<file path="config.mk">
export PLATFORM = sky130hd
export DESIGN_NAME = imu_frame_parser_unit
export DESIGN_NICKNAME = d
export VERILOG_FILES = /design/src/hw/rtl/imu_fp_pkg.sv /design/src/hw/rtl/imu_frame_parser_unit.sv
export SDC_FILE = /design/constraint.sdc
export NUM_CORES = 2
export LEC_CHECK = 0
export ABC_AREA = 1
export ABC_CLOCK_PERIOD_IN_PS = 9820
export BUFFER_PORTS_ARGS = -buffer_cell sky130_fd_sc_hd__buf_4
export CORE_MARGIN = 4
export CORE_UTILIZATION = 30
export CTS_CLUSTER_SIZE = 14
export DETAILED_ROUTE_END_ITERATION = 16
export PLACE_DENSITY_LB_ADDON = 0.15
export SLEW_MARGIN = 10
export SYNTH_ARGS = -nofsm -noshare
export SYNTH_HDL_FRONTEND = slang
export SYNTH_SLANG_ARGS = --single-unit
</file>
<file path="constraint.sdc">
create_clock -name clk -period 9.82 [get_ports clk]
set_clock_uncertainty 0.15 [all_clocks]
set_input_delay 1.473 -clock clk [delete_from_list [all_inputs] [get_ports clk]]
set_output_delay 1.473 -clock clk [all_outputs]
set_load 0.03 [all_outputs]
</file>
<file path="src/hw/rtl/imu_fp_pkg.sv">
// Shared constants and types for the IMU serial frame parser.
`timescale 1ns / 1ps

package imu_fp_pkg;

    // Frame bytes
    localparam logic [7:0] HDR_BYTE   = 8'h55;
    localparam logic [7:0] TYPE_ACC   = 8'h51;
    localparam logic [7:0] TYPE_RATE  = 8'h52;
    localparam logic [7:0] TYPE_ANGLE = 8'h53;

    // Frame positions
    localparam int         FRAME_LEN   = 11;
    localparam logic [3:0] POS_HUNT    = 4'd0;
    localparam logic [3:0] POS_TYPE    = 4'd1;
    localparam logic [3:0] POS_DATA0   = 4'd2;
    localparam logic [3:0] POS_DATA_HI = 4'd7;
    localparam logic [3:0] POS_CSUM    = 4'(FRAME_LEN - 1);

    // Field widths
    localparam int SCALE_W = 20;
    localparam int VALUE_W = 21;
    localparam int RAW_W   = 16;
    localparam int PROD_W  = RAW_W + SCALE_W + 1;
    localparam int FRAC_SHIFT = 15;

    // Register map
    localparam int          PADDR_W    = 4;
    localparam logic [1:0]  REG_ACCEL  = 2'd0;
    localparam logic [1:0]  REG_RATE   = 2'd1;
    localparam logic [1:0]  REG_ANGLE  = 2'd2;

    localparam logic [SCALE_W-1:0] ACCEL_SCALE_RST = 20'd40141;
    localparam logic [SCALE_W-1:0] RATE_SCALE_RST  = 20'd512000;
    localparam logic [SCALE_W-1:0] ANGLE_SCALE_RST = 20'd46080;

    // Frame kinds
    typedef enum logic [1:0] {
        KIND_ACC   = 2'd0,
        KIND_RATE  = 2'd1,
        KIND_ANGLE = 2'd2
    } frame_kind_t;

    // Scale one raw sample: floor((raw * scale) / 2^15)
    function automatic logic [VALUE_W-1:0] scale_value(
        input logic signed [RAW_W-1:0] raw,
        input logic [SCALE_W-1:0]      scale
    );
        logic signed [PROD_W-1:0] prod;
        prod = PROD_W'(raw) * $signed({1'b0, scale});
        return prod[FRAC_SHIFT + VALUE_W - 1:FRAC_SHIFT];
    endfunction

endpackage

</file>
<file path="src/hw/rtl/imu_frame_parser_unit.sv">
// Top level of the IMU serial frame parser: byte parser, frame register, scaled output.
// A checked frame is registered in the frame register, then in the output register.
// Throughput: one byte per cycle while s_tready is high; the frame register and output register
// form a two-deep pipeline, so s_tready falls only when both hold a result and m_tready is low.
// Scaling uses three 16x21 multipliers in parallel between the frame and output registers.
// Reset (rst_n, asynchronous, active low) clears the parser to hunting and restores default scales.
`timescale 1ns / 1ps

module imu_frame_parser_unit
    import imu_fp_pkg::*;
(
    input  logic               clk,
    input  logic               rst_n,
    // Byte stream in
    input  logic               s_tvalid,
    output logic               s_tready,
    input  logic [7:0]         s_tdata,   // [7:0] rx_byte
    // Result stream out
    output logic               m_tvalid,
    input  logic               m_tready,
    output logic [63:0]        m_tdata,   // [20:0] value_x, [41:21] value_y, [62:42] value_z, [63] zero
    output logic [1:0]         m_tuser,   // [1:0] frame_kind
    // Configuration port
    input  logic               psel,
    input  logic               penable,
    input  logic               pwrite,
    input  logic [PADDR_W-1:0] paddr,
    input  logic [31:0]        pwdata,
    output logic [31:0]        prdata,
    output logic               pready
);

    // Configuration registers
    logic [SCALE_W-1:0] accel_scale_reg;
    logic [SCALE_W-1:0] rate_scale_reg;
    logic [SCALE_W-1:0] angle_scale_reg;
    logic               cfg_write;

    // Parser state
    logic [3:0]  pos_reg,  pos_next;
    logic [7:0]  sum_reg,  sum_next;
    logic [1:0]  kind_reg, kind_next;
    logic [7:0]  payload_reg [6];
    logic        payload_we;
    logic [2:0]  payload_idx;

    // Frame register
    logic                      frame_valid_reg, frame_valid_next;
    logic [1:0]                frame_kind_reg;
    logic signed [RAW_W-1:0]   frame_raw_reg [3];
    logic [SCALE_W-1:0]        frame_scale_reg;

    // Output register
    logic                 out_valid_reg, out_valid_next;
    logic [1:0]           out_kind_reg;
    logic [VALUE_W-1:0]   out_val_reg [3];

    logic accept;
    logic frame_hit;
    logic frame_ready;
    logic out_load;
    logic [SCALE_W-1:0] sel_scale;

    // Handshake
    assign out_load    = !out_valid_reg || m_tready;
    assign frame_ready = !frame_valid_reg || out_load;
    assign s_tready    = frame_ready;
    assign accept      = s_tvalid && s_tready;

    // Configuration access
    assign pready    = 1'b1;
    assign cfg_write = psel && penable && pwrite;

    always_comb
    begin
        case (paddr[3:2])
            REG_ACCEL: prdata = 32'(accel_scale_reg);
            REG_RATE:  prdata = 32'(rate_scale_reg);
            REG_ANGLE: prdata = 32'(angle_scale_reg);
            default:   prdata = 32'd0;
        endcase
    end

    always_ff @(posedge clk or negedge rst_n)
    begin
        if (!rst_n)
        begin
            accel_scale_reg <= ACCEL_SCALE_RST;
            rate_scale_reg  <= RATE_SCALE_RST;
            angle_scale_reg <= ANGLE_SCALE_RST;
        end
        else if (cfg_write)
        begin
            case (paddr[3:2])
                REG_ACCEL: accel_scale_reg <= pwdata[SCALE_W-1:0];
                REG_RATE:  rate_scale_reg  <= pwdata[SCALE_W-1:0];
                REG_ANGLE: angle_scale_reg <= pwdata[SCALE_W-1:0];
                default:   ;
            endcase
        end
    end

    // Byte parser: advance position, running checksum and payload capture
    always_comb
    begin
        pos_next    = pos_reg;
        sum_next    = sum_reg;
        kind_next   = kind_reg;
        frame_hit   = 1'b0;
        payload_we  = 1'b0;
        payload_idx = 3'(pos_reg - POS_DATA0);
        if (accept)
        begin
            if (pos_reg == POS_HUNT)
            begin
                if (s_tdata == HDR_BYTE)
                begin
                    sum_next = HDR_BYTE;
                    pos_next = POS_TYPE;
                end
            end
            else if (pos_reg == POS_TYPE)
            begin
                if (s_tdata == TYPE_ACC || s_tdata == TYPE_RATE || s_tdata == TYPE_ANGLE)
                begin
                    kind_next = 2'(s_tdata - TYPE_ACC);
                    sum_next  = sum_reg + s_tdata;
                    pos_next  = POS_DATA0;
                end
                else if (s_tdata == HDR_BYTE)
                begin
                    sum_next = HDR_BYTE;
                    pos_next = POS_TYPE;
                end
                else
                begin
                    pos_next = POS_HUNT;
                end
            end
            else if (pos_reg < POS_CSUM)
            begin
                payload_we = (pos_reg <= POS_DATA_HI);
                sum_next   = sum_reg + s_tdata;
                pos_next   = pos_reg + 4'd1;
            end
            else
            begin
                // Checksum byte: drop on mismatch
                pos_next  = POS_HUNT;
                frame_hit = (s_tdata == sum_reg);
            end
        end
    end

    always_ff @(posedge clk or negedge rst_n)
    begin
        if (!rst_n)
        begin
            pos_reg  <= POS_HUNT;
            sum_reg  <= 8'd0;
            kind_reg <= KIND_ACC;
        end
        else
        begin
            pos_reg  <= pos_next;
            sum_reg  <= sum_next;
            kind_reg <= kind_next;
        end
    end

    always_ff @(posedge clk)
    begin
        if (payload_we)
            payload_reg[payload_idx] <= s_tdata;
    end

    // Select the scale of the held frame kind
    always_comb
    begin
        case (kind_reg)
            KIND_ACC:  sel_scale = accel_scale_reg;
            KIND_RATE: sel_scale = rate_scale_reg;
            default:   sel_scale = angle_scale_reg;
        endcase
    end

    // Frame register: hold raw samples of a checked frame
    always_comb
    begin
        frame_valid_next = frame_valid_reg;
        if (frame_ready)
            frame_valid_next = frame_hit;
    end

    always_ff @(posedge clk or negedge rst_n)
    begin
        if (!rst_n)
            frame_valid_reg <= 1'b0;
        else
            frame_valid_reg <= frame_valid_next;
    end

    always_ff @(posedge clk)
    begin
        if (frame_hit)
        begin
            frame_kind_reg   <= kind_reg;
            frame_scale_reg  <= sel_scale;
            frame_raw_reg[0] <= {payload_reg[1], payload_reg[0]};
            frame_raw_reg[1] <= {payload_reg[3], payload_reg[2]};
            frame_raw_reg[2] <= {payload_reg[5], payload_reg[4]};
        end
    end

    // Output register: scale the three samples
    always_comb
    begin
        out_valid_next = out_valid_reg;
        if (out_load)
            out_valid_next = frame_valid_reg;
    end

    always_ff @(posedge clk or negedge rst_n)
    begin
        if (!rst_n)
            out_valid_reg <= 1'b0;
        else
            out_valid_reg <= out_valid_next;
    end

    always_ff @(posedge clk)
    begin
        if (out_load && frame_valid_reg)
        begin
            out_kind_reg   <= frame_kind_reg;
            out_val_reg[0] <= scale_value(frame_raw_reg[0], frame_scale_reg);
            out_val_reg[1] <= scale_value(frame_raw_reg[1], frame_scale_reg);
            out_val_reg[2] <= scale_value(frame_raw_reg[2], frame_scale_reg);
        end
    end

    // Drive the result stream
    assign m_tvalid = out_valid_reg;
    assign m_tuser  = out_kind_reg;
    assign m_tdata  = {1'b0, out_val_reg[2], out_val_reg[1], out_val_reg[0]};

endmodule
</file>
==> results.md <==
* Cell internal pwr at around 2.4 mW
* Chain of cells forming the critical path: buf_4 > nand2_1 > fa_1 > fa_1 > fa_1 > inv_1 > fa_1 > fa_1 > inv_1 > fa_1 > inv_1 > ha_1 > a21oi_1 > o21ai_0 > a21oi_1 > o21ai_0 > nor2_1 > nand2_1 > nand2_1 > nand2_1
* Count of standard-cell rows at 138
* Maximum achievable frequency at between 100 and 150 MHz
* Number of antenna violations at the first check in global routing at 3
* Crit path max fanout at 20
* TritonRoute pass-1 iters at 5
* CTS clk-pin slew, worst paths at ~0.060 ns
* Min-delay src: payload_reg[4][5]
* Area contributors post-synth: sky130_fd_sc_hd__fa_1 (35%), sky130_fd_sc_hd__inv_1 (13%), sky130_fd_sc_hd__edfxtp_1 (13%), sky130_fd_sc_hd__nand2_1 (12%), sky130_fd_sc_hd__ha_1 (11%)
* Top Ports at 152
* Switching share of total power at between 20% and 30%
* Average instance area after synthesis at just over 8 um2
* Final Net Count at ~6,400
* Vias in the first global route at between 30,000 and 40,000
* Final cell area excluding filler cells at 46,900 um2
* Worst hold path class: register to register
* Library cell appearing most often on the critical path: sky130_fd_sc_hd__fa_1
* Area share of the largest cell type after synthesis at 34.93%
* Final std cells w/o fill at ~7,100
* Number of storage elements in the synthesis netlist at 259
* Endpoint type of the worst setup path: register
* Switching Power at about 1.0 mW
* Number of buffers created by CTS at 36
* Count of mapped cells out of synthesis at roughly 5,200
* Number of placed instances with taps included at between 7,000 and 8,000
* Number of distinct library cell variants in the gate-level netlist after synthesis at 48
* Final critical path time including I/O delays and setup at 6.823 ns
* Hold violation total from the final report at 0
* Die Ht at between 300 and 400 um
* Seq pwr share at between 30% and 40%
* Largest register FFs at between 60 and 70
* Setup repair after global routing missed its margin: false
* Worst path depth at 20
* # setup viols final at 0
* Worst R2R Setup Slack at approximately 3 ns
* Global-route wire length before repair at about 200 mm
* Hold Buf Count CTS at 0
* Portion of the clock cycle consumed by the worst path in the final layout at between 60% and 70%
* Total length of routed wires at roughly 120 mm
* Top delay family on crit path: adder cells
* Total number of clock tree sinks at between 200 and 300
* Starting density of the core at between 30% and 40%
* Cell with the most instances after synthesis: sky130_fd_sc_hd__inv_1
* ANT nets after route at 0
* Clock latency reported for the late side of the worst-skew pair at approximately 0.6 ns
* Proportion of register bits with asynchronous set or reset after synthesis at between 20% and 30%
* Core outline area at roughly 140,000 um2
* WHS Path Cells at 0
* Buffers & Inverters on Critical Path at 4
* Leakage at ~26 nW
* Category of the worst setup path launch point: register
* Synth top cells by count: sky130_fd_sc_hd__inv_1 (1,511), sky130_fd_sc_hd__nand2_1 (1,328), sky130_fd_sc_hd__fa_1 (748)
* Post-Synthesis Cell Area at roughly 43,000 um2
* Relative area change from synthesis to final layout at 9.410%
* Drt via density at 4.461
* Worst Hold Endpoint: frame_raw_reg[0][37]
* Sequential cell area in the final layout at between 7000 and 8000 um2
* Total GRT Usage at ~17%
* Count of pins over their slew limit at 0
* Setup Buffers After CTS at 0
* Worst-case clock buffer depth at 3
* Port Buf Inserts at 123
* Total via count in the routed design at roughly 32,000
* Number of DRC violations after detailed routing at 0
* Category of the most critical setup path: register to register
* Top cell type by total area after synthesis: sky130_fd_sc_hd__fa_1
* Status: finished clean
* Fraction of layout cells with a size suffix above 1 at under 10%
* Maximum vdd ir drop at between 0.1 and 0.15 mV
* TritonCTS clock tree: built
* Max_slew headroom at a little over a fifth
* Instance area at placement at 45,550 um2
* Pin count of the biggest net entering global routing at 77
* Data arrival time of the critical path at 7.02 ns
* CTS root buffer: sky130_fd_sc_hd__clkbuf_16
* Synth warn at 0
* Worst Max-Slew Pin Slew at around 1.2 ns
* Routed length per instance at ~17 um
* Detailed-placement wirelength estimate at 89.88 mm
* Total negative slack at 0 ns
* End of the worst register-to-register path: out_val_reg[0][60]
* Max stage delay cell, worst path: sky130_fd_sc_hd__edfxtp_1
* Cell area power density at ~73 nW/um2
* Maximum cell stage delay along the critical path at 0.95 ns
* Critical register-to-register path startpoint: frame_scale_reg[17]
* Critical path required time at 10.02 ns
* Number of flops mapped to enable cells by yosys at roughly 180
* Area of combinational cells with multiple inputs at slightly below 30,000 um2
* Final RePlAce weighted congestion at between 0.8 and 0.9
* Overall die area at around 150,000 um2
* Post-cts sizing count at 0
* Worst Reg-to-Reg Cells at 20
* First-iteration detailed-routing DRC count at 1,634
* Number of max-cap violations at 0
* Fill cell total of the finished layout at roughly 15,000
* Share of the yosys chip area belonging to registers at ~17%
* Die width at 386.0 um
* Most used flip-flop cell after synthesis: sky130_fd_sc_hd__edfxtp_1
* Htree depth at 2
* Overflow left after global routing at 0
* Fraction of power consumed by combinational cells at 16.6%
* Clock Power Share at 44.4%
final cells by class:
type | instances | share of cell area, %
sequential | 259 | 15.82
clock buffer | 42 | 1.990
timing repair buffer | 159 | 2.545
tap | 1890 | 5.042
clock inverter | 24 | 0.8723
antenna | 4 | 0.02134
multi-input combinational | 3217 | 61.59
inverter | 1514 | 12.12
worst max path at each step:
stage,startpoint,slack [ns],to
3_3_place_gp,frame_scale_reg[17],3.02,out_val_reg[0][60]
6_report,frame_scale_reg[17],3.00,out_val_reg[0][60]
2_1_floorplan,s_tdata[2],2.14,frame_kind_reg[0]
3_5_place_dp,frame_scale_reg[13],3.01,out_val_reg[0][40]
4_1_cts,frame_scale_reg[13],2.99,out_val_reg[0][60]
5_1_grt,frame_scale_reg[17],2.54,out_val_reg[0][60]
worst reg2reg max path: stages (launching register included):
cell and delay, ns:
sky130_fd_sc_hd__edfxtp_1 0.95, sky130_fd_sc_hd__buf_4 0.50, sky130_fd_sc_hd__nand2_1 0.15, sky130_fd_sc_hd__fa_1 0.58, sky130_fd_sc_hd__fa_1 0.48, sky130_fd_sc_hd__fa_1 0.55, sky130_fd_sc_hd__inv_1 0.06, sky130_fd_sc_hd__fa_1 0.45
sky130_fd_sc_hd__fa_1 0.53, sky130_fd_sc_hd__inv_1 0.05, sky130_fd_sc_hd__fa_1 0.53, sky130_fd_sc_hd__inv_1 0.06, sky130_fd_sc_hd__ha_1 0.34, sky130_fd_sc_hd__a21oi_1 0.28, sky130_fd_sc_hd__o21ai_0 0.23, sky130_fd_sc_hd__a21oi_1 0.28
sky130_fd_sc_hd__o21ai_0 0.13, sky130_fd_sc_hd__nor2_1 0.16, sky130_fd_sc_hd__nand2_1 0.07, sky130_fd_sc_hd__nand2_1 0.05, sky130_fd_sc_hd__nand2_1 0.04
cell families after synthesis:
logic type,Yosys count,synth area share [%]
fa+ha+maj,1127,45.99
flops,259,17.31
simple gates,1632,14.82
other cells,2,0.01752
xor+xnor,55,1.124
compound gates,389,5.274
buf+inv,1745,15.46
per-layer routing:
metal / wire, um / global-route usage [%] / vias to the layer above
li1: - / - / 15090
met3: 5374 / 2.211 / 112
met2: 57470 / 28.38 / 604
met5: 11 / 0 / -
met4: 2329 / 3.643 / 2
met1: 56930 / 23.46 / 15910
cells in the final DEF (no fill, tap or decap), drive strengths merged, types with 8 or more instances in the layout:
master	count
conb	14
fa	748
o211ai	9
bufinv	9
xnor2	19
a21oi	135
dfrtp	57
inv	1519
ha	379
dfstp	19
clkbuf	42
o21ai	146
nand4	8
buf	159
nand2	1333
xor2	36
o221ai	31
nor3	28
nor2	181
clkinv	9
nand3	63
edfxtp	183
a21o	19
through the flow:
| step | util, % | setup slack, ns | total power [mW] | hold WS (ns) |
|---|---|---|---|---|
| 2_1_floorplan | - | 2.138 | 1.759 | 0.2503 |
| 3_5_place_dp | 32.13 | 3.007 | 1.932 | 0.2545 |
| 4_1_cts | 33.08 | 2.993 | 3.511 | 0.2508 |
| 3_3_place_gp | 32.13 | 3.020 | 1.928 | 0.2505 |
| 5_1_grt | 33.08 | 2.541 | 3.627 | 0.2501 |
| 6_report | 33.09 | 2.997 | 3.437 | 0.2483 |
power by group through the flow:
stage | registers, mW | clock network (mW) | logic (mW)
6_report | 1.34 | 1.53 | 0.571
5_1_grt | 1.35 | 1.62 | 0.655
4_1_cts | 1.34 | 1.60 | 0.574
3_3_place_gp | 1.36 | 0 | 0.569
3_5_place_dp | 1.36 | 0 | 0.572
2_1_floorplan | 1.35 | 0 | 0.414
Power figures use the tool's default switching activity.
